[src/rtl/c7fc_pkg.sv]
// Package for the CRC7 frame checker: item types, frame positions and the
// byte-wide CRC7 update function. Depends on nothing else.
package c7fc_pkg;

    // Frame layout. The frame length is fixed at 16 bytes.
    localparam int FRAME_BYTES = 16;
    localparam int POS_W = 4;

    localparam logic [POS_W-1:0] CMD_FIRST = POS_W'(10);
    localparam logic [POS_W-1:0] CMD_LAST  = POS_W'(12);
    localparam logic [POS_W-1:0] CMD_CHECK = POS_W'(13);
    localparam logic [POS_W-1:0] DATA_LAST = POS_W'(14);
    localparam logic [POS_W-1:0] FRAME_END = POS_W'(FRAME_BYTES - 1);

    // CRC7 generator x^7 + x^3 + 1 without its top term.
    localparam logic [6:0] POLY7 = 7'h09;

    // One input item.
    typedef struct packed {
        logic [7:0] data_byte;
        logic [7:0] module_number;
    } in_item_t;

    // One result item.
    typedef struct packed {
        logic [7:0] module_tag;
        logic       cmd_crc_ok;
        logic       data_crc_ok;
        logic       frame_ok;
    } out_item_t;

    // Status of the frame tracker, seen by the top level.
    typedef struct packed {
        logic [POS_W-1:0] pos;
        logic             take;
        logic             last;
    } track_stat_t;

    // Shifts one byte into a CRC7 register, most significant bit first.
    function automatic logic [6:0] crc7_byte(input logic [6:0] crc_in,
                                             input logic [7:0] data);
        logic [6:0] crc;
        logic       fb;
        crc = crc_in;
        for (int i = 7; i >= 0; i--)
        begin
            fb  = crc[6] ^ data[i];
            crc = {crc[5:0], 1'b0};
            if (fb)
            begin
                crc = crc ^ POLY7;
            end
        end
        return crc;
    endfunction

endpackage

[src/rtl/c7fc_if.sv]
// Valid/ready channel interfaces for the CRC7 frame checker.
// Depends on nothing; carries the byte stream and the result stream.
interface c7fc_in_if;
    logic       valid;
    logic       ready;
    logic [7:0] data_byte;
    logic [7:0] module_number;

    modport source (output valid, output data_byte, output module_number, input ready);
    modport sink   (input valid, input data_byte, input module_number, output ready);
endinterface

interface c7fc_out_if;
    logic       valid;
    logic       ready;
    logic [7:0] module_tag;
    logic       cmd_crc_ok;
    logic       data_crc_ok;
    logic       frame_ok;

    modport source (output valid, output module_tag, output cmd_crc_ok,
                    output data_crc_ok, output frame_ok, input ready);
    modport sink   (input valid, input module_tag, input cmd_crc_ok,
                    input data_crc_ok, input frame_ok, output ready);
endinterface

[src/rtl/c7fc_in_stage.sv]
// Input register of the CRC7 frame checker.
// Depends on c7fc_pkg and c7fc_in_if.
module c7fc_in_stage
    import c7fc_pkg::*;
(
    input  logic          clk,
    input  logic          rst_n,
    c7fc_in_if.sink       bytes,
    input  logic          take,
    output logic          item_valid,
    output in_item_t      item
);

    logic     valid_reg;
    logic     valid_next;
    in_item_t item_reg;
    logic     accept;

    // The register takes a new item when it is empty or its item moves on.
    assign bytes.ready = !valid_reg || take;
    assign accept      = bytes.valid && bytes.ready;

    always_comb
    begin
        if (accept)
        begin
            valid_next = 1'b1;
        end
        else if (take)
        begin
            valid_next = 1'b0;
        end
        else
        begin
            valid_next = valid_reg;
        end
    end

    always_ff @(posedge clk or negedge rst_n)
    begin
        if (!rst_n)
        begin
            valid_reg <= 1'b0;
        end
        else
        begin
            valid_reg <= valid_next;
        end
    end

    // Payload needs no reset.
    always_ff @(posedge clk)
    begin
        if (accept)
        begin
            item_reg.data_byte     <= bytes.data_byte;
            item_reg.module_number <= bytes.module_number;
        end
    end

    assign item_valid = valid_reg;
    assign item       = item_reg;

endmodule

[src/rtl/c7fc_frame_track.sv]
// Frame tracker: byte position, command and data CRC7 registers, and checks.
// Depends on c7fc_pkg.
module c7fc_frame_track
    import c7fc_pkg::*;
(
    input  logic        clk,
    input  logic        rst_n,
    input  logic        item_valid,
    input  in_item_t    item,
    input  logic        out_room,
    output track_stat_t stat,
    output out_item_t   result
);

    logic [POS_W-1:0] pos_reg;
    logic [POS_W-1:0] pos_next;
    logic [6:0]       data_rem_reg;
    logic [6:0]       data_rem_next;
    logic [6:0]       cmd_rem_reg;
    logic [6:0]       cmd_rem_next;
    logic             cmd_pass_reg;
    logic             cmd_pass_next;
    logic             last;
    logic             take;
    logic             data_pass;

    // An item at the last byte moves on only when the result register has room.
    assign last = (pos_reg == FRAME_END);
    assign take = item_valid && (!last || out_room);

    assign data_pass = (item.data_byte == {data_rem_reg, 1'b1});

    // Next state of the frame.
    always_comb
    begin
        pos_next      = pos_reg;
        data_rem_next = data_rem_reg;
        cmd_rem_next  = cmd_rem_reg;
        cmd_pass_next = cmd_pass_reg;
        if (take)
        begin
            if (last)
            begin
                pos_next      = '0;
                data_rem_next = '0;
                cmd_rem_next  = '0;
                cmd_pass_next = 1'b0;
            end
            else
            begin
                pos_next = pos_reg + POS_W'(1);
                if (pos_reg <= DATA_LAST)
                begin
                    data_rem_next = crc7_byte(data_rem_reg, item.data_byte);
                end
                if (pos_reg >= CMD_FIRST && pos_reg <= CMD_LAST)
                begin
                    cmd_rem_next = crc7_byte(cmd_rem_reg, item.data_byte);
                end
                if (pos_reg == CMD_CHECK)
                begin
                    cmd_pass_next = (item.data_byte == {cmd_rem_reg, 1'b1});
                end
            end
        end
    end

    always_ff @(posedge clk or negedge rst_n)
    begin
        if (!rst_n)
        begin
            pos_reg      <= '0;
            data_rem_reg <= '0;
            cmd_rem_reg  <= '0;
            cmd_pass_reg <= 1'b0;
        end
        else
        begin
            pos_reg      <= pos_next;
            data_rem_reg <= data_rem_next;
            cmd_rem_reg  <= cmd_rem_next;
            cmd_pass_reg <= cmd_pass_next;
        end
    end

    // Result built from the last byte of the frame.
    always_comb
    begin
        result.module_tag  = item.module_number;
        result.cmd_crc_ok  = cmd_pass_reg;
        result.data_crc_ok = data_pass;
        result.frame_ok    = cmd_pass_reg && data_pass;
    end

    assign stat.pos  = pos_reg;
    assign stat.take = take;
    assign stat.last = last;

endmodule

[src/rtl/crc7_frame_checker_core.sv]
// Top level of the CRC7 frame checker: input register, frame tracker and
// result register. Depends on c7fc_pkg, c7fc_if, c7fc_in_stage, c7fc_frame_track.
//
// Bytes of 16-byte module frames enter on "bytes", one item per cycle unless
// stalled. The command CRC7 (x^7+x^3+1, zero start, MSB first) over bytes 10
// to 12 is checked against byte 13 and the data CRC7 over bytes 0 to 14 against
// byte 15; a check byte passes when it equals the CRC shifted left with its low
// bit set. Byte 15 of each frame yields one item on "results" with both flags,
// their AND and that byte's module number. There is no resynchronization: the
// position only counts bytes from reset. A result passes through the input
// register and then the result register. Only a byte 15 that finds the result
// register still full waits, so a held result stalls input at most at that byte.
module crc7_frame_checker_core
    import c7fc_pkg::*;
(
    input  logic       clk,
    input  logic       rst_n,
    c7fc_in_if.sink    bytes,
    c7fc_out_if.source results
);

    logic        item_valid;
    in_item_t    item;
    track_stat_t stat;
    out_item_t   result;
    logic        out_room;
    logic        load;
    logic        out_valid_reg;
    logic        out_valid_next;
    out_item_t   out_item_reg;

    c7fc_in_stage u_in_stage (
        .clk        (clk),
        .rst_n      (rst_n),
        .bytes      (bytes),
        .take       (stat.take),
        .item_valid (item_valid),
        .item       (item)
    );

    c7fc_frame_track u_frame_track (
        .clk        (clk),
        .rst_n      (rst_n),
        .item_valid (item_valid),
        .item       (item),
        .out_room   (out_room),
        .stat       (stat),
        .result     (result)
    );

    // Result register: room when empty or being emptied this cycle.
    assign out_room = !out_valid_reg || results.ready;
    assign load     = stat.take && stat.last;

    always_comb
    begin
        if (load)
        begin
            out_valid_next = 1'b1;
        end
        else if (results.ready)
        begin
            out_valid_next = 1'b0;
        end
        else
        begin
            out_valid_next = out_valid_reg;
        end
    end

    always_ff @(posedge clk or negedge rst_n)
    begin
        if (!rst_n)
        begin
            out_valid_reg <= 1'b0;
        end
        else
        begin
            out_valid_reg <= out_valid_next;
        end
    end

    always_ff @(posedge clk)
    begin
        if (load)
        begin
            out_item_reg <= result;
        end
    end

    assign results.valid       = out_valid_reg;
    assign results.module_tag  = out_item_reg.module_tag;
    assign results.cmd_crc_ok  = out_item_reg.cmd_crc_ok;
    assign results.data_crc_ok = out_item_reg.data_crc_ok;
    assign results.frame_ok    = out_item_reg.frame_ok;

    // A finished frame always shows a result in the next cycle.
    a_load_shows: assert property (@(posedge clk) disable iff (!rst_n)
        load |=> results.valid)
        else $error("frame end did not produce a result");

    // The position wraps to the first byte after the frame end.
    a_pos_wrap: assert property (@(posedge clk) disable iff (!rst_n)
        load |=> (stat.pos == '0))
        else $error("byte position did not wrap after frame end");

    // An empty input register always takes a byte.
    a_in_ready: assert property (@(posedge clk) disable iff (!rst_n)
        !item_valid |-> bytes.ready)
        else $error("input stalled while its register was empty");

    // A held byte waits only for a full result register at the frame end.
    a_stall_cause: assert property (@(posedge clk) disable iff (!rst_n)
        (item_valid && !stat.take) |-> (stat.last && results.valid && !results.ready))
        else $error("byte stalled without a blocked result");

endmodule

[src/flat_wrapper.sv]
// flat-port wrapper written by rule: the top's interface ports become plain ports
module crc7_frame_checker_core_flat import c7fc_pkg::*;
  (clk, rst_n, bytes_valid, bytes_data_byte, bytes_module_number, bytes_ready, results_valid, results_module_tag, results_cmd_crc_ok, results_data_crc_ok, results_frame_ok, results_ready);
  c7fc_in_if bytes_i ();
  c7fc_out_if results_i ();
  input  logic clk;
  input  logic rst_n;
  input wire logic [$bits(bytes_i.valid)-1:0] bytes_valid;
  input wire logic [$bits(bytes_i.data_byte)-1:0] bytes_data_byte;
  input wire logic [$bits(bytes_i.module_number)-1:0] bytes_module_number;
  output wire logic [$bits(bytes_i.ready)-1:0] bytes_ready;
  output wire logic [$bits(results_i.valid)-1:0] results_valid;
  output wire logic [$bits(results_i.module_tag)-1:0] results_module_tag;
  output wire logic [$bits(results_i.cmd_crc_ok)-1:0] results_cmd_crc_ok;
  output wire logic [$bits(results_i.data_crc_ok)-1:0] results_data_crc_ok;
  output wire logic [$bits(results_i.frame_ok)-1:0] results_frame_ok;
  input wire logic [$bits(results_i.ready)-1:0] results_ready;
  assign bytes_i.valid = bytes_valid;
  assign bytes_i.data_byte = bytes_data_byte;
  assign bytes_i.module_number = bytes_module_number;
  assign bytes_ready = bytes_i.ready;
  assign results_valid = results_i.valid;
  assign results_module_tag = results_i.module_tag;
  assign results_cmd_crc_ok = results_i.cmd_crc_ok;
  assign results_data_crc_ok = results_i.data_crc_ok;
  assign results_frame_ok = results_i.frame_ok;
  assign results_i.ready = results_ready;
  crc7_frame_checker_core u_core (.clk(clk), .rst_n(rst_n), .bytes(bytes_i), .results(results_i));
endmodule
[config.mk]
export PLATFORM = sky130hd
export DESIGN_NAME = crc7_frame_checker_core_flat
export DESIGN_NICKNAME = d
export VERILOG_FILES = /design/src/rtl/c7fc_pkg.sv /design/src/rtl/c7fc_if.sv /design/src/rtl/c7fc_in_stage.sv /design/src/rtl/c7fc_frame_track.sv /design/src/rtl/crc7_frame_checker_core.sv /design/src/flat_wrapper.sv
export SDC_FILE = /design/constraint.sdc
export NUM_CORES = 1
export LEC_CHECK = 0
export BUFFER_PORTS_ARGS = -buffer_cell sky130_fd_sc_hd__buf_2
export CAP_MARGIN = 30
export CORE_UTILIZATION = 45
export CTS_CLUSTER_DIAMETER = 100
export DETAILED_ROUTE_END_ITERATION = 16
export PLACE_DENSITY = 0.65
export SLEW_MARGIN = 20
export SYNTH_ARGS = -nofsm -noshare
export SYNTH_HDL_FRONTEND = slang
export SYNTH_HIERARCHICAL = 1
export SYNTH_SLANG_ARGS = --single-unit
[constraint.sdc]
create_clock -name clk -period 5.2 [get_ports clk]
set_input_delay 0.26 -clock clk [delete_from_list [all_inputs] [get_ports clk]]
set_output_delay 0.26 -clock clk [all_outputs]
set_load 0.005 [all_outputs]
# Yosys cells after proc, flatten, opt, wreduce, memory -nomap -nowiden

Index checks and enable logic that the tools add are counted.

Bits in registers: 48
Logic and storage cells: 140
Output and inout bits: 13

Reductions and logical operators: 19
Bitwise gates (word level): 32
$add $sub $neg: 1
$lt $le $gt $ge: 3
Mux-type cells: 69
Equal/unequal tests: 4

Operator list:

| operator                                                       | count |
|---|---|
| 7-bit 2-to-1 mux                                               | 46 |
| 4-bit 2-to-1 mux                                               | 17 |
| 2-bit inverter                                                 | 16 |
| 8-bit equality test                                            | 2 |
| 1-bit bitwise XOR                                              | 16 |
| 2-bit nonzero test                                             | 5 |
| 4-bit equality test (second input constant)                    | 2 |
| 4-bit <= comparator (second input constant)                    | 2 |
| 1-bit 2-to-1 mux                                               | 6 |
| 2-bit AND reduction                                            | 3 |
| 1-bit logical AND                                              | 5 |
| 4-bit by 1-bit adder with 4-bit output (second input constant) | 1 |
| 4-bit >= comparator (second input constant)                    | 1 |
| 1-bit zero test                                                | 3 |
| 1-bit logical OR                                               | 3 |

# Depth between registers and ports, before layout

Depth after elaboration: 39
Gate-level depth with buffers: 8

# By module

The synthesis kept the hierarchy.

Modules (own cells, without submodules):

| module                  | instances | area an instance (um^2) | seq. area each (um^2) | cells each |
|---|---|---|---|---|
| c7fc_frame_track        | 1         | 1403.8                  | 475.5                 | 144 |
| c7fc_in_stage           | 1         | 534.3                   | 505.5                 | 20 |
| crc7_frame_checker_core | 1         | 382.9                   | 355.3                 | 16 |

# Least setup slack after synthesis

OpenSTA, ideal clock, no wires.

Kind: register to register
Start: register u_core.u_frame_track.pos_reg[0]
End: register u_core.u_in_stage.item_reg, in the netlist u_core/u_in_stage/item[0] (enable)
Slack: 3276 ps
Period minus slack after synthesis: 1924 ps
Data required time: 4941 ps
Library setup time: 259 ps
Stages on the path, launching flop included: 9
Arrival time: 1666 ps
Path buffers: 2
Cell sequence: dfrtp_1 ha_1 clkbuf_1 nand4b_1 nand2_1 inv_2 buf_4 nand2b_4 and2_4

Longest elaborated chain between the ends: 6

Ends and longest elaborated chain:

| what                                | RTL line               | text |
|---|---|---|
| from (decl)                         | c7fc_frame_track.sv:15 | `logic [POS_W-1:0] pos_reg;` |
| from (signal assigned)              | c7fc_frame_track.sv:79 | `pos_reg <= pos_next;` |
| 4-bit equality test                 | c7fc_frame_track.sv:28 | `assign last = (pos_reg == FRAME_END);` |
| 1-bit zero test                     | c7fc_frame_track.sv:29 | `assign take = item_valid && (!last \|\| out_room);` |
| 1-bit logical OR                    | c7fc_frame_track.sv:29 |  |
| 1-bit logical AND                   | c7fc_frame_track.sv:29 |  |
| named net u_core.u_frame_track.take | c7fc_frame_track.sv:24 | `logic take;` |
| 1-bit logical OR                    | c7fc_in_stage.sv:20    | `assign bytes.ready = !valid_reg \|\| take;` |
| named net bytes_ready               | flat_wrapper.sv:11     | `output wire logic [$bits(bytes_i.ready)-1:0] bytes_ready;` |
| 1-bit logical AND                   | c7fc_in_stage.sv:21    | `assign accept = bytes.valid && bytes.ready;` |
| named net u_core.u_in_stage.accept  | c7fc_in_stage.sv:17    | `logic accept;` |
| to (decl)                           | c7fc_in_stage.sv:16    | `in_item_t item_reg;` |

The timed path passes the listed nets, and every way through them passes these cells.
A chain may end at the register's enable or synchronous reset.

==> impl_metrics.yaml <==
yosys:
  synth_nets: 203
  async_reset_ff_share_pct: 43.75
  synth_xor_area_share_pct: 14.61
  synth_area_mm2: 0.002321
  synth_compound_area_share_pct: 8.464
  synth_mux_area_share_pct: 0.4852
  ys_seq_area_share_pct: 57.57
  syn_avg_cell_area_um2: 12.89
  synthAdderAreaFrac_pct: 1.617
  synth_edf_count: 27
  yosysTopAreaCell: "edfxtp_1"
  synthSimpleGateAreaFrac_pct: 10.46
  synth.area.top_cells: "edfxtp_1 (35%), dfrtp_1 (23%), xnor2_1 (10%)"
  ys_types: 41
  synth_top_family_by_area: "XOR/XNOR gates"
  synthCells: 180
  yosysWarnings: 6
  ys.flop_type: "edfxtp_1"
  ys_ff_latch: 48
  synth_top_area_share_pct: 34.93
clock_tree:
  numCtsBuffers: 5
  cts_root_buf: "clkbuf_8"
  clock_latency_ps: 300
  cts-htree-levels: 2
  cts_tree: "done"
  cts_sinks: 48
  clockBufferDepth: 2
  cts.reportedPaths.clkPinSlew_ps: 90
  cts_resized: 0
sta:
  skew_ps: 9.642
  hold_ws_ps: 134.9
  final.min_clock_period_ps: 2241
  tns_ps: 0
  fmax_ghz: 0.4462
  post-route-period-util_pct: 43.10
  finalHoldViolCount: 0
  finalMaxSlewViolations: 0
  fin_ws_ps: 2959
  setup_violations: 0
  tightest_slew_ps: 630.6
  relSlewSlack_pct: 57.77
  rsz0062_at_grt: "false"
detailed_routing:
  vias: 1388
  via_per_inst: 5.103
  drt_iter0_markers: 132
  wl_per_cell_um: 14.20
  drt_wl_total_um: 3862
  detail_route.first_pass.iterations: 4
  ant_nets: 0
  top_layer: "met4"
  drc: 0
  wl_met3_um: 157
  met1_length_um: 1758
  routed-wl-met2_um: 1918
finish:
  final_util_pct: 52.93
  instances_no_fill: 272
  nFillCells: 405
  diodes: 0
  layout.nets: 227
  syn_to_final_growth_pct: 10.57
  final_cell_area_mm2: 0.002566
  largest_reg_flops: 16
  drive_gt1_share_pct: 24.39
pwr:
  pwr-share-seq_pct: 44.0
  internal-power_mw: 0.8909
  total_power_mw: 1.365
  p_switching_mw: 0.4738
  swShare_pct: 34.72
  clockPowerShare_pct: 19.5
  peakVddDrop_mv: 0.2318
  cellLeakagePower_nw: 1.022
  combPwrFrac_pct: 36.5
  power_density_mw_per_mm2: 531.8
global_routing:
  grt_util_all_layers_pct: 16.32
  grt_max_degree: 22
  antenna_found_initial: 0
  overflow: 0
  grt_pass1_wl_um: 6499
  grt_pass1_vias: 1337
die:
  die_h_um: 73.82
  coreArea_mm2: 0.004848
  dieArea_mm2: 0.005449
  start_util_pct: 47.87
  dieWidth_um: 73.82
  rows: 25
  io_pins: 33
worst_setup_path:
  cp-start-kind: "flip-flop"
  crit_type: "reg2out"
  worstPathArrival_ps: 1980
  ff2ff_setup_slack_ps: 3070
  crit_path_end_kind: "primary output"
  r2r_cells: 5
  crit_slowest_cell: "dfrtp_1"
  cp_slowest_stage_delay_ps: 560
  cp.required_ps: 4940
  critical_path.max_fanout: 11
  critical_path.cell_chain: "ha_1 -> nand4b_1 -> nand2_1 -> inv_2 -> nand2b_4 -> buf_2"
placement:
  routabilityCongestion: 0.9099
  pre_cts_ws_ps: 3133
  portBuffers: 32
  place_area_mm2: 0.002441
  dpl.cell_count: 263
  place_hpwl_um: 2870
run_status:
  outcome: "completed"
flow_run:
  drv_cap: 0
hold_path:
  hold_class: "in2reg"
  whs_path_depth: 1
-- cell type report --
cell class / count / area, um^2 / share of cell area [%]
clock buffers: 5 / 68.82 / 2.682
clock inverters: 3 / 46.29 / 1.804
well taps: 67 / 83.83 / 3.267
flip-flops and latches: 48 / 1336 / 52.07
multi-input cells: 107 / 827.0 / 32.23
repair buffers: 33 / 170.2 / 6.631
inverters: 9 / 33.78 / 1.316
-- placed cells by master, fill, tap and decap left out, types with 3 or more instances in the layout --
master     count
buf_2         32
xnor2_2        3
o21ai_0        7
or3_1          4
ha_1           3
clkbuf_8       5
inv_1          8
nand4_1        4
nand2_1       15
dfrtp_1       21
o2bb2ai_1      5
edfxtp_1      27
xnor2_1       27
o21ai_1        5
-- critical path, delay by kind of cell (launching register included) --
family,cells,cell delay (ps)
buf+inv,2,210
flops,1,560
simple gates,3,520
fa+ha+maj,1,400
-- worst paths after layout --
| check | from | end |
|---|---|---|
| max in group asynchronous | rst_n | u_core/u_frame_track/cmd_rem_reg[4] |
| worst max-delay path | u_core/u_frame_track/pos_reg[1] | bytes_ready |
| worst max register to register | u_core/u_frame_track/pos_reg[1] | u_core/results.module_tag[7] |
| min in group asynchronous | rst_n | u_core/u_frame_track/pos_reg[1] |
| worst min register to register | u_core/u_in_stage/item[7] | u_core/results.module_tag[7] |
| worst min-delay path | bytes_data_byte[1] | u_core/u_in_stage/item[9] |
-- layer usage --
layer,vias to the layer above,global-route usage [%]
met1,679,21.15
li1,667,-
met5,-,0
met2,40,27.22
met3,2,3.704
met4,0,5.128
-- synthesized netlist by cell type (2+ instances only) --
master	n
buf_2	2
nand2b_4	2
o21ai_0	7
a21oi_1	2
edfxtp_1	27
a31oi_1	2
o21bai_1	2
xnor3_1	2
nor2_1	2
o2bb2ai_1	5
nand4_1	4
xnor2_1	27
nand2_1	15
buf_4	12
nand2b_1	2
o21ai_1	5
ha_1	3
nand3_1	2
dfrtp_1	21
nand4b_1	2
o211ai_1	2
xnor2_2	3
inv_1	8
or3_1	4
-- cells by family after synthesis --
family	Yosys count
flip-flops	48
AND/OR/NAND/NOR	41
XOR/XNOR	33
AO/OA/AOI/OAI	29
buffers and inverters	25
adder cells (fa/ha/maj)	3
multiplexers	1
-- power by group through the flow --
stage | sequential (mW) | combinational [mW] | clock (mW)
after global placement | 0.602 | 0.481 | 0
final | 0.600 | 0.499 | 0.266
after global routing | 0.613 | 0.548 | 0.289
after floorplan | 0.565 | 0.437 | 0
after detailed placement | 0.605 | 0.491 | 0
after CTS | 0.598 | 0.497 | 0.274
-- timing repair --
action                                 CTS  global route
hold buffers                             1             0
setup buffers                            0             0
endpoints found under the hold margin   21             0
(Power assumes the default switching activity.)
